--- config.mk ---
export PLATFORM = sky130hd
export DESIGN_NAME = sdiv_prep
export DESIGN_NICKNAME = d
export VERILOG_FILES = /design/src/sv/sdiv_pkg.sv /design/src/sv/sdiv_prep.sv
export SDC_FILE = /design/constraint.sdc
export NUM_CORES = 1
export LEC_CHECK = 0
export ABC_AREA = 0
export BUFFER_PORTS_ARGS = -buffer_cell sky130_fd_sc_hd__buf_2
export CORE_ASPECT_RATIO = 1.2
export CORE_MARGIN = 2
export CORE_UTILIZATION = 23
export CTS_CLUSTER_DIAMETER = 100
export CTS_CLUSTER_SIZE = 14
export DETAILED_ROUTE_END_ITERATION = 7
export PLACE_DENSITY = 0.43
export SLEW_MARGIN = 20
export SYNTH_ARGS = -nofsm -noshare
export SYNTH_HDL_FRONTEND = slang
export SYNTH_SLANG_ARGS = --single-unit
--- constraint.sdc ---
create_clock -name clk -period 1.5 [get_ports clk]
set_input_delay 0.15 -clock clk [delete_from_list [all_inputs] [get_ports clk]]
set_output_delay 0.15 -clock clk [all_outputs]
set_load 0.02 [all_outputs]
--- src/sv/sdiv_pkg.sv ---
// ----------------------------------------------------------------------------
// sdiv_pkg
// Types, constants and helpers shared by the signed 32-bit divider.
// ----------------------------------------------------------------------------
`default_nettype none

package sdiv_pkg;

  localparam int unsigned DW     = 32;
  localparam int unsigned NSTEPS = DW;

  localparam logic [DW-1:0] SAT_VAL = {1'b0, {(DW-1){1'b1}}};

  // one pipeline slot: num starts as |dividend| and fills with quotient bits
  typedef struct packed {
    logic          valid;
    logic          neg;
    logic          sat;
    logic [DW-1:0] rem;
    logic [DW-1:0] num;
    logic [DW-1:0] den;
  } sdiv_stage_t;

  function automatic logic [DW-1:0] mag(input logic [DW-1:0] v);
    mag = v[DW-1] ? (~v + {{(DW-1){1'b0}}, 1'b1}) : v;
  endfunction

endpackage

`default_nettype wire

--- src/sv/sdiv_prep.sv ---
// ----------------------------------------------------------------------------
// sdiv_prep
// Input stage: operand magnitudes, quotient sign and saturation cases.
// ----------------------------------------------------------------------------
`default_nettype none

module sdiv_prep (
  input  wire logic                      clk,
  input  wire logic                      rst_n,
  input  wire logic                      en,
  input  wire logic                      in_valid,
  input  wire logic [sdiv_pkg::DW-1:0]   dividend,
  input  wire logic [sdiv_pkg::DW-1:0]   divisor,
  output sdiv_pkg::sdiv_stage_t          stg_o
);
  import sdiv_pkg::*;

  sdiv_stage_t stg_r;
  sdiv_stage_t stg_nxt;
  logic        div_zero;
  logic        min_by_m1;

  always_comb begin
    div_zero  = (divisor == '0);
    min_by_m1 = (dividend == {1'b1, {(DW-1){1'b0}}}) && (divisor == {DW{1'b1}});
    stg_nxt.valid = in_valid;
    stg_nxt.neg   = dividend[DW-1] ^ divisor[DW-1];
    stg_nxt.sat   = div_zero | min_by_m1;
    stg_nxt.rem   = '0;
    stg_nxt.num   = mag(dividend);
    stg_nxt.den   = mag(divisor);
  end

  // only the valid bit is reset; payload follows the enable
  always_ff @(posedge clk) begin
    if (!rst_n) begin
      stg_r.valid <= 1'b0;
    end else if (en) begin
      stg_r.valid <= stg_nxt.valid;
    end
    if (en) begin
      stg_r.neg <= stg_nxt.neg;
      stg_r.sat <= stg_nxt.sat;
      stg_r.rem <= stg_nxt.rem;
      stg_r.num <= stg_nxt.num;
      stg_r.den <= stg_nxt.den;
    end
  end

  assign stg_o = stg_r;

endmodule

`default_nettype wire

==> flow_summary.rst <==
.. list-table::
   :header-rows: 1

   * - Metric
     - Value
   * - Result of the run
     - completed
   * - Library cell with the highest instance count after synthesis
     - edfxtp_1
   * - Max reg flops
     - 67
   * - Diode count
     - 0
   * - DRC Markers
     - 0
   * - Die height
     - 146 um
   * - Clock tree from TritonCTS
     - done
   * - Clk pwr share
     - 0.386
   * - Area of the core region
     - ~0.017 mm2
   * - Startpoint of the most critical setup path
     - dividend[19]
   * - Part of the power in registers
     - 0.403
   * - Proportion of register bits with asynchronous set or reset after synthesis
     - 0
   * - Leakage power of the design
     - 0.00237 uW
   * - Part of the Yosys area used for sequential elements
     - 0.514
   * - Final wirelength
     - 11.4 mm
   * - Synth Flop Type
     - edfxtp_1
   * - Most used standard cells in the synthesized netlist
     - edfxtp_1 (66), xnor2_1 (57), buf_4 (32)
   * - Data arrival time at the worst-slack endpoint
     - around 1.5 ns
   * - Post-route clock skew
     - 0 ns
   * - Share of the core filled with cells
     - 0.350
   * - Sinks on Clock Net
     - 67
   * - Worst-case hold slack
     - 0.0504 ns
   * - Area added between synthesis and finish
     - 50.2%
   * - RePlAce Congestion
     - 0.802
   * - Cell variety after synth
     - 46
   * - Origin of the worst min-delay path
     - rst_n
   * - Overall die width
     - around 120 um
   * - Number of nets in the final layout
     - 635
   * - Largest net degree at the start of global routing
     - 35
   * - Share of the clock period used by the worst path after layout
     - 0.956
   * - Share of the synthesized area in the top cell type
     - 0.509
   * - Power per cell area
     - 993 mW/mm2
   * - Gate power share
     - 0.211
   * - Count of vias placed by the detailed router
     - 3366
   * - Mean instance size in the synthesized netlist
     - 12.0 um2
   * - Count of buffers inserted at the top-level ports
     - approximately 130
   * - Crit. End Element
     - flop
   * - Slew Limit Fails
     - 0
   * - Post-CTS Hold Fix Bufs
     - 0
   * - Antenna Violating Nets Remaining
     - 0
   * - Number of design-rule violations left by the first detailed-router iteration
     - 120
   * - Grt ovf
     - 0
   * - Number of storage elements in the synthesis netlist
     - 67
   * - Num rows
     - 52
   * - Launch instance of the worst register-to-register path
     - stg_o[98]
   * - Netlist area before placement
     - 0.00389 mm2
   * - Max Cap Viol
     - 0
   * - Critical path class
     - primary input to flop
   * - Biggest area consumer among synthesized cells
     - edfxtp_1
   * - Starting density of the core
     - 0.233
   * - Wire length of the first global-routing pass
     - 17.4 mm
   * - Bufs on Longest Clock Path
     - 2
   * - CTS H-tree lvls
     - 3
   * - Gate count after technology mapping
     - about 320
   * - Maximum net fanout on the critical path
     - 3
   * - Top-Level Pins
     - 167
   * - Worst VDD drop
     - 0.493 mV
   * - Startpoint type of the worst setup path
     - primary input
   * - Required time of the worst setup path
     - 1.57 ns
   * - Share of total power consumed by net switching
     - 0.271
   * - Reg clk slew, reported paths
     - 0.06 ns
   * - Initial antenna violation count
     - 0
   * - Number of flops mapped to enable cells by yosys
     - 66
   * - Share of post-route cells with drive strength above 1
     - 0.496
   * - Via count of the first global-routing pass
     - 3405
   * - Root cell of the clock tree
     - clkbuf_16
   * - Maximum clock frequency
     - 697 MHz
   * - Fill cell instance count of the final layout
     - around 1700
   * - Sum of net half-perimeters after detailed placement
     - 9.18 mm
   * - Setup repair after global routing missed its margin
     - true
   * - Worst-skew pair later-pin latency
     - 0.33 ns
   * - Overall global routing resource usage
     - 0.126
   * - Hold Vio Cnt, Final
     - 0
   * - Area enclosed by the die boundary
     - 0.0180 mm2
   * - Detailed-route wire length per cell
     - about 15 um
   * - Syn. warnings
     - 0
   * - Worst Hold Class
     - primary input to flop
   * - Number of search-and-repair iterations in the first detailed-routing pass
     - 4
   * - Ratio of routed vias to standard cells
     - 4.30
   * - PnR Total Power
     - roughly 5800 uW
   * - Cells taking the most area after synthesis
     - edfxtp_1 (51%), xnor2_1 (13%), buf_4 (6.2%), o31ai_1 (3.1%), o41ai_1 (2.5%)
   * - CTS buffer count
     - 9
   * - Final setup violation count
     - 0
   * - Shortest clock period the worst path allows after layout
     - 1.43 ns
   * - Switching power
     - roughly 1600 uW
   * - Cell internal pwr
     - 4230 uW
==> placed cells by master (no fill, tap or decap), drive strengths merged, types with 3 or more instances in the layout <==
cell type | Yosys | routed
nand2 | 22 | 22
clkinv | 0 | 3
inv | 6 | 6
xnor2 | 57 | 57
nand3 | 6 | 6
clkbuf | 7 | 11
o41ai | 14 | 14
or3 | 7 | 7
nor2 | 5 | 5
o31ai | 18 | 18
or2 | 5 | 5
nor4 | 14 | 14
buf | 35 | 239
edfxtp | 66 | 66
nand4 | 11 | 11
nor3 | 5 | 5
o21ai | 17 | 17
conb | 1 | 32
ha | 5 | 5
nand2b | 4 | 4
or4 | 3 | 3
==> path summary, 6_finish.rpt <==
path,to,slack [ns],depth (start not counted)
max,stg_o[55],0.07,5
min,stg_o[98],0.05,2
max reg2reg,stg_o[98],0.90,2
min reg2reg,stg_o[98],0.53,2
==> critical path, cell delays in order <==
cell     delay (ns)
buf_2          0.11
or4_4          0.54
or3_4          0.38
o41ai_4        0.24
xnor2_1        0.09
==> what timing repair did <==
item	in CTS	in global routing
resized for setup	0	7
buffers inserted	0	1
endpoints found under the setup margin	0	15
endpoints found under the hold margin	0	0
==> layer usage <==
metal,up-vias,global-route usage,share of wire
met4,0,0.0431,0.016
li1,1634,-,-
met3,14,0.0277,0.069
met1,1583,0.149,0.41
met2,135,0.221,0.51
met5,-,0,0
==> cell families after synthesis <==
group | synth area share
flops | 0.514
buf+inv | 0.0839
other cells | 0.000964
fa+ha+maj | 0.0161
compound gates | 0.104
simple gates | 0.145
mux | 0.00257
xor+xnor | 0.133
==> stage by stage <==
| stage | TNS [ns] | instance area, um2 | cells | setup WS (ns) |
|---|---|---|---|---|
| 2_1_floorplan | -0.235 | 4030 | 354 | -0.0964 |
| 3_3_place_gp | -8.77 | 5480 | 766 | -0.350 |
| 3_5_place_dp | -8.82 | 5480 | 766 | -0.295 |
| 4_1_cts | 0 | 5790 | 782 | 0.0382 |
| 5_1_grt | -0.0175 | 5850 | 783 | -0.0175 |
| 6_report | 0 | 5850 | 783 | 0.0656 |
==> final cells by class <==
| class | count | area [um2] | area share |
|---|---|---|---|
| tap | 216 | 270 | 0.0462 |
| multi-input combinational | 239 | 1740 | 0.298 |
| timing repair buffer | 239 | 1500 | 0.256 |
| inverter | 6 | 22.5 | 0.00385 |
| clock buffer | 11 | 233 | 0.0398 |
| clock inverter | 5 | 77.6 | 0.0133 |
| sequential | 67 | 2000 | 0.342 |
==> power by group through the flow <==
stage	clock network (uW)	registers [uW]	logic (uW)
floorplan	0	2630	409
global placement	0	2380	1220
detailed placement	0	2380	1230
CTS	2310	2340	1230
global route	2390	2360	1320
finish	2240	2340	1230
Note: power is estimated with default switching activity, not from simulation.
