[config.mk]
export PLATFORM = sky130hd
export DESIGN_NAME = sdiv_fix
export DESIGN_NICKNAME = d
export VERILOG_FILES = /design/src/sv/sdiv_pkg.sv /design/src/sv/sdiv_fix.sv
export SDC_FILE = /design/constraint.sdc
export NUM_CORES = 1
export LEC_CHECK = 0
export BUFFER_PORTS_ARGS = -buffer_cell sky130_fd_sc_hd__buf_2
export CORE_MARGIN = 1.5
export CORE_UTILIZATION = 40
export CTS_CLUSTER_DIAMETER = 200
export DETAILED_ROUTE_END_ITERATION = 16
export PLACE_DENSITY = 0.74
export REMOVE_ABC_BUFFERS = 1
export SLEW_MARGIN = 30
export SYNTH_ARGS = -nofsm -noshare
export SYNTH_HDL_FRONTEND = slang
export SYNTH_SLANG_ARGS = --single-unit
[constraint.sdc]
create_clock -name clk -period 2.1 [get_ports clk]
set_clock_uncertainty 0.05 [all_clocks]
set_input_delay 0.105 -clock clk [delete_from_list [all_inputs] [get_ports clk]]
set_output_delay 0.105 -clock clk [all_outputs]
set_load 0.01 [all_outputs]
[src/sv/sdiv_pkg.sv]
// ----------------------------------------------------------------------------
// sdiv_pkg
// Types, constants and helpers shared by the signed 32-bit divider.
// ----------------------------------------------------------------------------
`default_nettype none

package sdiv_pkg;

  localparam int unsigned DW     = 32;
  localparam int unsigned NSTEPS = DW;

  localparam logic [DW-1:0] SAT_VAL = {1'b0, {(DW-1){1'b1}}};

  // one pipeline slot: num starts as |dividend| and fills with quotient bits
  typedef struct packed {
    logic          valid;
    logic          neg;
    logic          sat;
    logic [DW-1:0] rem;
    logic [DW-1:0] num;
    logic [DW-1:0] den;
  } sdiv_stage_t;

  function automatic logic [DW-1:0] mag(input logic [DW-1:0] v);
    mag = v[DW-1] ? (~v + {{(DW-1){1'b0}}, 1'b1}) : v;
  endfunction

endpackage

`default_nettype wire

[src/sv/sdiv_fix.sv]
// ----------------------------------------------------------------------------
// sdiv_fix
// Output stage: sign fix-up, saturation and the result register.
// ----------------------------------------------------------------------------
`default_nettype none

module sdiv_fix (
  input  wire logic                    clk,
  input  wire logic                    rst_n,
  input  wire logic                    en,
  input  wire sdiv_pkg::sdiv_stage_t   stg_i,
  output logic                         out_valid,
  output logic [sdiv_pkg::DW-1:0]      quotient,
  output logic                         overflow
);
  import sdiv_pkg::*;

  logic          valid_r;
  logic [DW-1:0] quo_r;
  logic [DW-1:0] quo_nxt;
  logic          ovf_r;

  always_comb begin
    if (stg_i.sat) begin
      quo_nxt = SAT_VAL;
    end else if (stg_i.neg) begin
      quo_nxt = ~stg_i.num + {{(DW-1){1'b0}}, 1'b1};
    end else begin
      quo_nxt = stg_i.num;
    end
  end

  always_ff @(posedge clk) begin
    if (!rst_n) begin
      valid_r <= 1'b0;
    end else if (en) begin
      valid_r <= stg_i.valid;
    end
  end

  always_ff @(posedge clk) begin
    if (en) begin
      quo_r <= quo_nxt;
      ovf_r <= stg_i.sat;
    end
  end

  assign out_valid = valid_r;
  assign quotient  = quo_r;
  assign overflow  = ovf_r;

endmodule

`default_nettype wire

==> metrics.md, run 1 <==
| Metric | Value |
|---|---|
| Crit path capture type | flop |
| Inserted Diodes | 0 |
| Slowest cell on crit path | or4_4 |
| Final setup vio count | 0 |
| Grt ovf | 0 |
| Required @ worst endpoint | between 2 and 2.5 ns |
| Worst-Margin Slew | 0.7712 ns |
| Setup_tns | 0 ns |
| FMAX | ~600 MHz |
| Largest net degree at the start of global routing | between 40 and 50 |
| Ys async rst share | 0 |
| Cell area after synthesis | ~0.0024 mm^2 |
| Postcts setup bufs | 0 |
| Crit Path Max Fanout | 6 |
| Outcome | completed |
| Type of the worst setup path | input pin to flop |
| Post-synth EDFFs | 33 |
| Die width | 80.34 um |
| Final hold vios | 0 |
| DRT Pass-1 Iters | 5 |
| Post_cts resized | 0 |
| Hold_sp | stg_i[98] |
| CTS H-tree depth | 2 |
| Relative slew slack | 0.4859 |
| Buffers on Ports | 71 |
| First-pass GRT wire length | 8901 um |
| Clock Tree Root | clkbuf_8 |
| Cts hold-fix bufs | 1 |
| Critical R2R Launch | out_valid |
| Max_cap viols | 0 |
| Cts bufs inserted | 5 |
| Avg Vias per Cell | 5.638 |
| Site row count | 27 |
| Min Tclk post-route | about 1.7 ns |
| Power Density | between 500 and 600 mW/mm^2 |
| Register bit count reported by yosys | 34 |
| Worst EP arrival | about 1.7 ns |
| Layout cells sized above 1 | 0.3560 |
| Worst Setup SP | stg_i[40] |
| Tcrit/Tclk final | 0.7983 |
| Post-Route WL | ~5500 um |
| Mean Syn Cell Area | about 10 um^2 |
| DRT iter0 DRCs | roughly 160 |
| Slew Viols, Final | 0 |
| GPL Wtd Cong | 0.8531 |
| Worst VDD drop | 0.2652 mV |
| Post-DP HPWL | slightly above 4000 um |
| Clock slew at reported path FFs | ~0.07 ns |
| Post-Synthesis Cells | 238 |
| ANT nets after route | 0 |
| Core Box Area | about 0.0056 mm^2 |
| Most common cell after layout, fill and taps aside | buf_2 |
| Highest-count cells in the layout ignoring fill and taps | buf_2, edfxtp_1, nor2_1, nand2_1, nor3_1 |
| Hold/Removal Path Class | input pin to flop |
| Worst-path cell chain | buf_2, or4_4, nor4_4, nand2_1, a211o_1 |
| Lkg Pwr | between 1 and 1.5 nW |
| Library cells used by synthesis | 46 |
| Gr usage total | 0.1804 |
| P&R area growth vs syn | 19.82% |
| Clock Latency Late Sink | ~0.28 ns |
| Sequential area share after synthesis | 0.4226 |
| Die height | between 80 and 90 um |
| Antenna violations before repair | 0 |
| Initial Util | 0.4240 |
| Max Buffers Root-to-Sink | 2 |
| CTS tree | built |
| Fin Hold WS | about 0.036 ns |
| Nets@finish | around 400 |
| Total Die Area | between 0.006 and 0.007 mm^2 |
| Ports | roughly 140 |
| Crit-path max cell delay | roughly 0.60 ns |
| Via count | around 2100 |
| Crit start category | input pin |
| WL/cell | approximately 15 um |
| Yosys warns | 0 |
| Unrepaired setup endpoints after global routing | false |
| Drt drc | 0 |
| Synth Flop Type | edfxtp_1 |
| TritonCTS sink count | 34 |
| Vias in the first global route | roughly 1900 |
-- path summary, 6_finish.rpt --
kind                                      to  slack (ns)  cells past startpoint
worst max-delay path            quotient[31]        0.42                      5
worst min-delay path               out_valid        0.04                      3
worst max register to register     out_valid        1.47                      2
worst min register to register     out_valid        0.46                      2
-- worst max-delay path: cells and delay by family --
kind	cells	cell delay, ns
compound gates	1	0.28
simple gates	3	1.16
buf+inv	1	0.12
-- synthesized netlist by cell type (5+ instances only) --
library cell | number | area share
o21ai_0 | 7 | 0.015
nand2_1 | 22 | 0.035
clkbuf_8 | 6 | 0.035
nor3_1 | 16 | 0.033
a21oi_1 | 9 | 0.019
xor2_1 | 7 | 0.026
and4_2 | 5 | 0.021
nor4_2 | 6 | 0.031
nor4_1 | 6 | 0.016
edfxtp_1 | 33 | 0.41
xnor2_1 | 7 | 0.026
a211oi_1 | 6 | 0.019
nor2_1 | 22 | 0.035
or3_1 | 5 | 0.013
clkbuf_1 | 10 | 0.016
nand3_1 | 8 | 0.017
-- final cells by class --
type                            instances  area (um^2)
Clock buffer                            8        90.09
Multi-Input combinational cell        182         1231
Sequential cell                        34         1011
Fill cell                             537         2775
Inverter                                5        18.77
Timing Repair Buffer                   80        425.4
Tap cell                               72        90.09
-- layer usage --
metal / vias up / global-route usage / part of all wire
li1: 1050 / - / -
met1: 994 / 0.2371 / 0.44
met2: 91 / 0.2824 / 0.45
met3: 13 / 0.03864 / 0.079
met4: 0 / 0.08276 / 0.028
met5: - / 0 / 0
-- state kept, by name, indices dropped and copies added (netlist names) --
name / cells
quotient: 32
out_valid: 1
overflow: 1
-- report_power, final --
part	total, W	internal (W)	switching [W]	leakage, nW
Combinational	0.000355	0.000142	0.000212	0.737
Sequential	0.000832	0.000818	0.0000140	0.335
Clock	0.000503	0.000267	0.000235	0.0455
Total	0.00169	0.00123	0.000462	1.12
-- metrics by stage --
step	total power (W)	cell area, um^2	setup slack (ns)	utilization	cells
2_1_floorplan	0.001016	2261	0.2774	-	221
3_3_place_gp	0.001193	2766	0.1677	0.4904	372
3_5_place_dp	0.001202	2766	0.1419	0.4904	372
4_1_cts	0.001706	2867	0.4489	0.5081	381
5_1_grt	0.001781	2867	0.3683	0.5081	381
6_report	0.001690	2867	0.4235	0.5081	381
-- kinds of logic (layout without fill, tap and decap cells) --
kind of cell / Yosys count / count (layout) / share of synthesized area
fa+ha+maj: 1 / 1 / 0.005229
xor+xnor: 14 / 14 / 0.05126
buf+inv: 22 / 93 / 0.06276
compound gates: 42 / 42 / 0.1234
simple gates: 121 / 121 / 0.3180
flops: 34 / 34 / 0.4226
mux: 4 / 4 / 0.01674
(Power assumes the default switching activity.)
==> run 2: changes to the inputs <==
==> constraint.sdc (replaced) <==
create_clock -name clk -period 1.6 [get_ports clk]
set_clock_uncertainty 0.05 [all_clocks]
set_input_delay 0.08 -clock clk [delete_from_list [all_inputs] [get_ports clk]]
set_output_delay 0.08 -clock clk [all_outputs]
set_load 0.01 [all_outputs]
==> run 2 against run 1 <==
Routed wire length increased by 14%. Non-clock buffer count up 39. Die area stayed put. Total power up 33%. Sequential power up 32%. Design area up 12%. Flip-flop and latch count stayed put. Worst hold slack worse by 0.022 ns. Sequential share of layout area decreased by 3.9 points. Count of clock-buffer cells in the layout down 2. Setup slack got worse by 0.40 ns.
==> metrics.md, run 2 (synthesized netlist as in run 1, its figures left out) <==
| Metric | Value |
|---|---|
| Crit-path max cell delay | 0.55 ns (was 0.60 ns) |
| Post-Place Cells | 410 (was 372) |
| Type of the worst setup path | input pin to flop (unchanged) |
| FMAX | between 600 and 700 MHz |
| Layout cells sized above 1 | 0.4368 (was 0.3560) |
| Required @ worst endpoint | 1.58 ns (was 2.09 ns) |
| Final Non-Filler Cells | 420 (was 381) |
| Cts bufs inserted | 5 (unchanged) |
| Max Buffers Root-to-Sink | 2 (unchanged) |
| CTS H-tree depth | 2 (unchanged) |
| Place WS | -0.2763 ns (was 0.1419 ns) |
| Final hold vios | 0 (unchanged) |
| Post-DP HPWL | 4720 um (was 4041 um) |
| ANT nets after route | 0 (unchanged) |
| Core Util, Final | 0.5715 (was 0.5081) |
| R2R setup slack | 0.95 ns (was 1.47 ns) |
| Fin worst setup slack | 0.02139 ns (was 0.4235 ns) |
| Hold/Removal Path Class | input pin to flop (unchanged) |
| Ports | 136 (unchanged) |
| Buffers on Ports | 71 (unchanged) |
| WL/cell | 14.97 um (was 14.51 um) |
| GPL Wtd Cong | 0.8330 (was 0.8531) |
| Relative slew slack | 0.7274 (was 0.4859) |
| Post-Route WL | 6289 um (was 5528 um) |
| Critical R2R Launch | out_valid (unchanged) |
| Most common cell after layout, fill and taps aside | buf_2 (unchanged) |
| Die height | 80.34 um (unchanged) |
| Antenna violations before repair | 0 (unchanged) |
| Outcome | completed (unchanged) |
| Worst Hold Depth | 3 (unchanged) |
| Min Tclk post-route | approximately 1.6 ns |
| DRT Pass-1 Iters | 4 (was 5) |
| Clock Tree Root | clkbuf_8 (unchanged) |
| Crit start category | input pin (unchanged) |
| Max reg flops | 32 (unchanged) |
| Grt ovf | 0 (unchanged) |
| Die width | 80.34 um (unchanged) |
| Total Die Area | 0.006454 mm^2 (unchanged) |
| Crit Path Max Fanout | 10 (was 6) |
| Highest-count cells in the layout ignoring fill and taps | buf_2, buf_4, edfxtp_1 (was buf_2, edfxtp_1, nor2_1, nand2_1, nor3_1) |
| Worst VDD drop | 0.3539 mV (was 0.2652 mV) |
| Unrepaired setup endpoints after global routing | true (was false) |
| Area occupied by multi-input gates | 0.001254 mm^2 (was 0.001231 mm^2) |
| Via count | 2348 (was 2148) |
| Site row count | 27 (unchanged) |
| Initial Util | 0.4240 (unchanged) |
| Worst-Margin Slew | 0.4037 ns (was 0.7712 ns) |
| Worst Setup SP | stg_i[36] (was stg_i[40]) |
| CTS tree | built (unchanged) |
| Nets@finish | 450 (was 411) |
| Total design power | 0.002252 W (was 0.001690 W) |
| Worst-path cell chain | buf_2, or4_4, buf_8, nor4_4, nand2_1, a211o_1 (was buf_2, or4_4, nor4_4, nand2_1, a211o_1) |
| Worst setup path end | quotient[31] (unchanged) |
| Sequential cell area | 0.001011 mm^2 (unchanged) |
| R2r endpoint | out_valid (unchanged) |
| Worst EP arrival | 1.56 ns (was 1.67 ns) |
| Inserted Diodes | 0 (unchanged) |
| DRT iter0 DRCs | 121 (was 163) |
| Vias in the first global route | 2166 (was 1941) |
| Clock slew at reported path FFs | 0.07 ns (about the same) |
| Drt drc | 0 (unchanged) |
| Final setup vio count | 0 (unchanged) |
| Avg Vias per Cell | 5.590 (was 5.638) |
| Gr usage total | 0.1996 (was 0.1804) |
| R2R depth | 2 (unchanged) |
| Clock Latency Late Sink | 0.28 ns (about the same) |
| Fill count | 480 (was 537) |
| Crit path capture type | flop (unchanged) |
| Core Box Area | 0.005642 mm^2 (unchanged) |
| Slew Viols, Final | 0 (unchanged) |
| Largest net degree at the start of global routing | 41 (unchanged) |
| First-pass GRT wire length | 9901 um (was 8901 um) |
| P&R area growth vs syn | 34.78% (was 19.82%) |
| TritonCTS sink count | 34 (unchanged) |
| Lkg Pwr | 1.336 nW (was 1.118 nW) |
| Slowest cell on crit path | or4_4 (unchanged) |
| Max_cap viols | 0 (unchanged) |
| Power Density | 698.5 mW/mm^2 (was 589.4 mW/mm^2) |
| Tcrit/Tclk final | 0.9866 |
run 2: routing by layer:
layer | global-route usage | up-vias | routed length, um
met4 | 0.08966 | 0 | 143
met2 | 0.3193 | 102 | 3043
li1 | - | 1127 | -
met1 | 0.2590 | 1106 | 2686
met5 | 0 | - | 0
met3 | 0.03977 | 13 | 416
run 2: power breakdown:
group          internal, W  switching [W]
clock             0.000299       0.000303
combinational     0.000250       0.000304
sequential         0.00107      0.0000218
total              0.00162       0.000630
run 2: worst min-delay path by stage:
stage,startpoint,end,slack [ns]
2_1_floorplan,stg_i[96],overflow,0.13
3_3_place_gp,rst_n,out_valid,0.25
3_5_place_dp,rst_n,out_valid,0.25
4_1_cts,stg_i[98],out_valid,0.02
5_1_grt,stg_i[98],out_valid,0.01
6_report,stg_i[98],out_valid,0.01
run 2: worst max-delay path, delay by kind of cell:
kind            cells  cell delay [ns]
compound gates      1             0.27
buf+inv             2             0.28
simple gates        3             0.93
run 2: through the flow:
step / instance area, um^2 / hold slack, ns / TNS, ns
finish: 3224 / 0.01340 / 0
global route: 3224 / 0.01277 / -0.1440
CTS: 3181 / 0.01674 / 0
detailed placement: 3089 / 0.2466 / -3.828
global placement: 3089 / 0.2467 / -3.221
floorplan: 2261 / 0.1289 / -2.486
run 2: final cells by class:
type | count | share of cell area
repair buffers | 119 | 0.2386
clock buffers | 6 | 0.02251
flip-flops and latches | 34 | 0.3135
well taps | 72 | 0.02794
multi-input cells | 182 | 0.3888
inverters | 5 | 0.005821
clock inverters | 2 | 0.002716
run 2: timing repair:
item,CTS,global route
endpoints found under the hold margin,1,0
hold buffers,1,0
setup buffers,0,1
gates resized for setup,0,7
endpoints found under the setup margin,0,9
