File: src/sv/sdiv_pkg.sv
// ----------------------------------------------------------------------------
// sdiv_pkg
// Types, constants and helpers shared by the signed 32-bit divider.
// ----------------------------------------------------------------------------
`default_nettype none

package sdiv_pkg;

  localparam int unsigned DW     = 32;
  localparam int unsigned NSTEPS = DW;

  localparam logic [DW-1:0] SAT_VAL = {1'b0, {(DW-1){1'b1}}};

  // one pipeline slot: num starts as |dividend| and fills with quotient bits
  typedef struct packed {
    logic          valid;
    logic          neg;
    logic          sat;
    logic [DW-1:0] rem;
    logic [DW-1:0] num;
    logic [DW-1:0] den;
  } sdiv_stage_t;

  function automatic logic [DW-1:0] mag(input logic [DW-1:0] v);
    mag = v[DW-1] ? (~v + {{(DW-1){1'b0}}, 1'b1}) : v;
  endfunction

endpackage

`default_nettype wire

File: src/sv/sdiv_step.sv
// ----------------------------------------------------------------------------
// sdiv_step
// One restoring shift-subtract step: settles one quotient bit, registered.
// ----------------------------------------------------------------------------
`default_nettype none

module sdiv_step (
  input  wire logic                  clk,
  input  wire logic                  rst_n,
  input  wire logic                  en,
  input  wire sdiv_pkg::sdiv_stage_t stg_i,
  output sdiv_pkg::sdiv_stage_t      stg_o
);
  import sdiv_pkg::*;

  sdiv_stage_t   stg_r;
  sdiv_stage_t   stg_nxt;
  logic [DW:0]   trial;
  logic [DW+1:0] diff;
  logic          ge;

  always_comb begin
    trial = {stg_i.rem, stg_i.num[DW-1]};
    diff  = {1'b0, trial} - {2'b00, stg_i.den};
    ge    = ~diff[DW+1];
    stg_nxt       = stg_i;
    // remainder stays below a nonzero den, so DW bits always hold it
    stg_nxt.rem   = ge ? diff[DW-1:0] : trial[DW-1:0];
    stg_nxt.num   = {stg_i.num[DW-2:0], ge};
  end

  always_ff @(posedge clk) begin
    if (!rst_n) begin
      stg_r.valid <= 1'b0;
    end else if (en) begin
      stg_r.valid <= stg_nxt.valid;
    end
    if (en) begin
      stg_r.neg <= stg_nxt.neg;
      stg_r.sat <= stg_nxt.sat;
      stg_r.rem <= stg_nxt.rem;
      stg_r.num <= stg_nxt.num;
      stg_r.den <= stg_nxt.den;
    end
  end

  assign stg_o = stg_r;

endmodule

`default_nettype wire

File: config.mk
export PLATFORM = sky130hd
export DESIGN_NAME = sdiv_step
export DESIGN_NICKNAME = d
export VERILOG_FILES = /design/src/sv/sdiv_pkg.sv /design/src/sv/sdiv_step.sv
export SDC_FILE = /design/constraint.sdc
export NUM_CORES = 1
export LEC_CHECK = 0
export ABC_AREA = 1
export BUFFER_PORTS_ARGS = -buffer_cell sky130_fd_sc_hd__buf_2
export CAP_MARGIN = 20
export CORE_ASPECT_RATIO = 0.75
export CORE_UTILIZATION = 52
export CTS_CLUSTER_SIZE = 14
export DETAILED_ROUTE_END_ITERATION = 8
export PLACE_DENSITY = 0.82
export SLEW_MARGIN = 20
export SYNTH_ARGS = -nofsm -noshare
export SYNTH_HDL_FRONTEND = slang
export SYNTH_SLANG_ARGS = --single-unit
File: constraint.sdc
create_clock -name clk -period 2.5 [get_ports clk]
set_input_delay 0.5 -clock clk [delete_from_list [all_inputs] [get_ports clk]]
set_output_delay 0.5 -clock clk [all_outputs]
set_load 0.01 [all_outputs]
==> run summary, run 1 <==
## Power
* NetSw: 1416 µW
* sequential group share of total power: 0.450
* total power consumption of the routed design: 4606 µW
* portion of total power attributed to the clock network: 0.289
* P_int: 3189 µW
* switch share: 0.3075
* relative contribution of combinational cells to total power: 0.261
* worst supply voltage drop on vdd: 0.3436 mV
* P_leak: 0.004169 µW
* Power Density: 591.0 nW/µm²

## GRT
* remaining global-route overflow: 0
* largest net degree at the start of global routing: 56
* vias in the first global route: 5141
* first-pass GRT wire length: 26000 µm
* global-route total usage across every layer: 0.2822
* initial antenna violation count: 0

## Layout
* non-filler instance count after layout: 1129
* highest-count cells in the layout ignoring fill and taps: sky130_fd_sc_hd__nand2_1, sky130_fd_sc_hd__buf_2, sky130_fd_sc_hd__inv_1, sky130_fd_sc_hd__edfxtp_1, sky130_fd_sc_hd__nand3_1
* area added between synthesis and finish: 27.49%
* area used by multi-input combinational logic: 2527 µm²
* area taken by flip-flops and latches: 2963 µm²
* share of cells above drive strength 1: 0.2767
* flip-flop count of the largest register, all copies and words added: 99
* fillcell total: 946
* fin nets: 1102
* Diodes inserted: 0
* most frequent standard cell in the layout excluding fill and tap cells: sky130_fd_sc_hd__nand2_1

## Floorplan
* die width: 127.2 µm
* row count: 33
* Initial Util: 0.5463
* overall die height: 95.90 µm
* area of the die: 12200 µm²
* core area: 11190 µm²
* total I/O pin count: 201

## Placed design
* HPWL reported at the end of detailed placement: 13250 µm
* setup slack at placement: 0.003145 ns
* placer's final routability congestion estimate: 0.9004
* count of port buffers added during placement: 200
* placed cells: 1113

## STA
* worst slack on hold paths: 0.3229 ns
* Final Hold Viols: 0
* final setup vio count: 0
* RSZ-0062 raised after global routing: no
* headroom to the max-slew limit: 0.7691
* part of the cycle the worst path needs: 0.8580
* final slew viol count: 0
* fmax: 466.2 MHz
* final worst-path setup slack: 0.3550 ns
* final critical-path required period: 2.145 ns
* post-route clock skew: 0 ns
* pin slew with the least headroom to its limit: 0.3436 ns
* Final TNS setup: 0 ns

## Detailed routing
* number of vias in the routed layout: 5503
* Residual DRC: 0
* detailed-routing iteration count for the pre-antenna-repair pass: 6
* Iter 0 DRT Violations: 443
* DR vias/cell: 4.874
* detail-routed net length per standard cell: 14.58 µm
* total wirelength of the detailed-routed design: 16460 µm
* Antenna Nets Post-Route: 0

## Worst setup path
* crit-path max FO: 4
* critical path endpoint category: register
* internal reg-to-reg setup slack: 1.85 ns
* critical path arrival: 2.25 ns
* type of the setup path with the least slack: input pin to register
* Setup crit start kind: input pin
* data required time of the worst path: 2.61 ns

## Clocking
* CTS resizes: 0
* cell chosen for the clock root: sky130_fd_sc_hd__clkbuf_16
* Max Buffers Root-to-Sink: 2
* hold buffer count at cts: 0
* later-pin clock latency in the skew report: 0.34 ns
* post-CTS setup-driven buffer insertion count: 0
* cts bufs inserted: 9
* Clock transition at path regs: 0.07 ns
* TritonCTS clock tree: built
* CTS H-tree lvls: 3
* TritonCTS sink count: 99

## Synth
* Avg Inst Size Synth: 8.250 µm²
* number of synthesis warnings: 0
* Main synth FF type: sky130_fd_sc_hd__edfxtp_1
* Cell variety after synth: 31
* cell taking the most area after synthesis: sky130_fd_sc_hd__edfxtp_1
* cell area after synthesis: 6113 µm²
* sequential-to-total area share from yosys stat: 0.4847
* instance count of the mapped netlist: 741
* area share of the leading cell type in the synthesized netlist: 0.4814
* top cells by area, synth: sky130_fd_sc_hd__edfxtp_1, sky130_fd_sc_hd__nand2_1, sky130_fd_sc_hd__inv_1
* number of enable-type register cells in the synthesized netlist: 98
* Post-Synthesis Net Count: 876
* register bit count reported by yosys: 99
* fraction of registers with async set/reset: 0

## Worst hold path
* worst min-delay path class: input pin to register

## Outcome
* result of the run: completed

## Run
* number of max-cap violations: 0

## worst max-delay path, cell delays in order
cell and delay [ns]:
sky130_fd_sc_hd__buf_2 0.09, sky130_fd_sc_hd__inv_1 0.05, sky130_fd_sc_hd__ha_1 0.14, sky130_fd_sc_hd__inv_1 0.08, sky130_fd_sc_hd__fa_1 0.44, sky130_fd_sc_hd__nand2_1 0.11
sky130_fd_sc_hd__nand3_1 0.13, sky130_fd_sc_hd__nand2_1 0.10, sky130_fd_sc_hd__nand2_1 0.20, sky130_fd_sc_hd__nand2_1 0.18, sky130_fd_sc_hd__nand3_1 0.10, sky130_fd_sc_hd__nand3_2 0.08
sky130_fd_sc_hd__nand2_1 0.05
## cell families after synthesis
group | count (synthesis) | share of synthesized area
AO/OA/AOI/OAI | 25 | 0.02231
XOR/XNOR | 15 | 0.02149
adder cells (fa/ha/maj) | 33 | 0.06877
buffers and inverters | 155 | 0.1019
flip-flops | 99 | 0.4846
AND/OR/NAND/NOR | 414 | 0.3009
## layout make-up
cell class | instances | area share
inverter | 146 | 0.07032
sequential | 99 | 0.3802
tap | 157 | 0.02520
clock buffer | 9 | 0.02890
multi-input combinational | 487 | 0.3243
timing repair buffer | 224 | 0.1631
clock inverter | 7 | 0.008027
## synthesized netlist by cell type (4+ instances only)
library cell,n
sky130_fd_sc_hd__and2_1,10
sky130_fd_sc_hd__a21oi_1,19
sky130_fd_sc_hd__nand4_1,7
sky130_fd_sc_hd__nand3b_1,5
sky130_fd_sc_hd__buf_2,5
sky130_fd_sc_hd__nor2_1,40
sky130_fd_sc_hd__xor2_1,15
sky130_fd_sc_hd__edfxtp_1,98
sky130_fd_sc_hd__nand3_2,14
sky130_fd_sc_hd__inv_1,143
sky130_fd_sc_hd__ha_1,32
sky130_fd_sc_hd__nand2_2,4
sky130_fd_sc_hd__nand2_1,264
sky130_fd_sc_hd__nand3_1,58
## stage by stage
| stage | instance area [µm²] | util |
|---|---|---|
| 2_1_floorplan | 6113 | - |
| 3_3_place_gp | 7506 | 0.6708 |
| 3_5_place_dp | 7506 | 0.6708 |
| 4_1_cts | 7794 | 0.6965 |
| 5_1_grt | 7794 | 0.6965 |
| 6_report | 7794 | 0.6965 |
## path summary, 6_finish.rpt
check	startpoint	endpoint	depth (start not counted)
max	stg_i[63]	stg_o[94]	13
min	stg_i[53]	stg_o[54]	1
max reg2reg	stg_o[98]	stg_o[98]	2
min reg2reg	stg_o[98]	stg_o[98]	2
## power by group through the flow
| stage | sequential, µW | combinational (µW) | clock [µW] |
|---|---|---|---|
| floorplan | 2210 | 590 | 0 |
| global placement | 2110 | 1170 | 0 |
| detailed placement | 2110 | 1190 | 0 |
| CTS | 2080 | 1200 | 1370 |
| global route | 2090 | 1340 | 1420 |
| finish | 2070 | 1200 | 1330 |
## routing by layer
layer	track usage	vias up	wire length, µm
met2	0.4579	227	7289
met5	0	-	0
li1	-	2794	-
met3	0.05837	23	1387
met1	0.3885	2459	7530
met4	0.07341	0	248
Power figures use the tool's default switching activity.
==> run 2, diff against run 1 <==
==> constraint.sdc (replaced) <==
create_clock -name clk -period 2.5 [get_ports clk]
set_input_delay 0.25 -clock clk [delete_from_list [all_inputs] [get_ports clk]]
set_output_delay 0.25 -clock clk [all_outputs]
set_load 0.01 [all_outputs]
==> run 2 against run 1 <==
Utilization down 1.8 points. Combinational power down 5%. Design area fell by 2.6%. Hold slack got worse by 0.25 ns. Clock skew did not move. Clock-buffer cell count did not move. Power is 1.0% lower. Sequential share of layout area increased by 1.0 points. Clock power hardly changed. Routed wire length decreased by 4.5%. Critical endpoint is now stg_o[92]. Largest power group unchanged.
==> run summary, run 2 (synthesis gave the netlist of run 1 again) <==
## Outcome
* result of the run: completed

## Detailed routing
* DR vias/cell: 4.872
* number of vias in the routed layout: 5413
* total wirelength of the detailed-routed design: 15710 µm
* detailed-routing iteration count for the pre-antenna-repair pass: 5
* Iter 0 DRT Violations: 427
* Antenna Nets Post-Route: 0
* Residual DRC: 0
* Met3 Wirelength: 1398 µm
* wire length the detailed router placed on met1: 7246 µm
* detail-routed net length per standard cell: 14.14 µm
* Met2 Routed Length: 6904 µm
* uppermost layer routed: met4

## Worst setup path
* critical path arrival: 2.18 ns
* data required time of the worst path: 2.61 ns
* Setup crit start kind: input pin
* cell-by-cell listing of the critical path: buf_2, inv_1, ha_1, inv_1, fa_1, nand3_1, nand3_1, nand2_1, nand2_1, nand2_1, nand2_1, nand2_1, nand3_1, nand3_2, nand2_1
* crit-path max FO: 4
* Buf/Inv on CP: 3
* slowest stage delay, CP: 0.46 ns
* standard cell with the maximum stage delay on the critical path: sky130_fd_sc_hd__fa_1
* family with the most delay on the worst path: simple AND/OR/NAND/NOR gates
* critical path endpoint category: register
* Crit path top cell by count: sky130_fd_sc_hd__nand2_1
* type of the setup path with the least slack: input pin to register

## Layout
* highest-count cells in the layout ignoring fill and taps: sky130_fd_sc_hd__nand2_1, sky130_fd_sc_hd__buf_2, sky130_fd_sc_hd__inv_1, sky130_fd_sc_hd__edfxtp_1, sky130_fd_sc_hd__nand3_1
* flip-flop count of the largest register, all copies and words added: 99
* Diodes inserted: 0
* area added between synthesis and finish: 24.17%
* fin nets: 1084
* share of cells above drive strength 1: 0.2631
* fillcell total: 950
* most frequent standard cell in the layout excluding fill and tap cells: sky130_fd_sc_hd__nand2_1

## Clocking
* CTS H-tree lvls: 3
* later-pin clock latency in the skew report: 0.34 ns
* hold buffer count at cts: 0
* cts bufs inserted: 9
* CTS resizes: 0
* TritonCTS sink count: 99
* TritonCTS clock tree: built
* cell chosen for the clock root: sky130_fd_sc_hd__clkbuf_16
* Max Buffers Root-to-Sink: 2
* Clock transition at path regs: 0.08 ns
* post-CTS setup-driven buffer insertion count: 0

## GRT
* vias in the first global route: 4940
* remaining global-route overflow: 0
* global-route total usage across every layer: 0.2631
* largest net degree at the start of global routing: 57
* first-pass GRT wire length: 24400 µm
* initial antenna violation count: 0

## STA
* final slew viol count: 0
* final setup vio count: 0
* Final Hold Viols: 0
* RSZ-0062 raised after global routing: no
* final worst-path setup slack: 0.4335 ns
* part of the cycle the worst path needs: 0.8266
* headroom to the max-slew limit: 0.6366
* post-route clock skew: 0 ns
* pin slew with the least headroom to its limit: 0.5451 ns
* Final TNS setup: 0 ns
* final critical-path required period: 2.066 ns
* fmax: 483.9 MHz

## Placed design
* HPWL reported at the end of detailed placement: 12410 µm
* count of port buffers added during placement: 200
* setup slack at placement: 0.1117 ns
* placer's final routability congestion estimate: 0.9732

## Power
* P_leak: 0.004055 µW
* Power Density: 600.6 nW/µm²
* total power consumption of the routed design: 4559 µW
* worst supply voltage drop on vdd: 0.2951 mV

## Floorplan
* area of the die: 12200 µm²
* core area: 11190 µm²
* die width: 127.2 µm
* overall die height: 95.90 µm
* total I/O pin count: 201
* row count: 33
* Initial Util: 0.5463

## Run
* number of max-cap violations: 0

## Worst hold path
* worst min-delay path class: input pin to register

==> run 2: routing by layer <==
metal / vias to the layer above / track usage
met5: - / 0
met4: 0 / 0.06647
met3: 15 / 0.05948
met2: 231 / 0.4194
met1: 2407 / 0.3653
li1: 2760 / -
==> run 2: final timing paths <==
kind	to	slack, ns	start	cells past startpoint
max	stg_o[92]	0.43	stg_i[63]	15
min reg2reg	stg_o[98]	0.58	stg_o[98]	2
max reg2reg	stg_o[98]	1.83	stg_o[98]	2
min	stg_o[51]	0.07	stg_i[50]	1
==> run 2: power by group <==
part	switching, µW	internal [µW]
clock	658	692
combinational	721	423
sequential	36.2	2030
total	1410	3140
==> run 2: area by class of cell <==
cell class / instances / area [µm²] / area share
flip-flops and latches: 99 / 2963 / 0.3903
multi-input cells: 487 / 2527 / 0.3329
repair buffers: 206 / 1074 / 0.1414
inverters: 146 / 548.0 / 0.07219
clock buffers: 9 / 225.2 / 0.02967
well taps: 157 / 196.4 / 0.02588
clock inverters: 7 / 57.56 / 0.007582
==> run 2: through the flow <==
stage / std cells / hold WS, ns / instance area (µm²) / util
after floorplan: 741 / 0.3435 / 6113 / -
after global placement: 1095 / 0.4267 / 7308 / 0.6531
after detailed placement: 1095 / 0.4281 / 7308 / 0.6531
after CTS: 1111 / 0.06560 / 7591 / 0.6784
after global routing: 1111 / 0.06015 / 7591 / 0.6784
final: 1111 / 0.07241 / 7591 / 0.6784
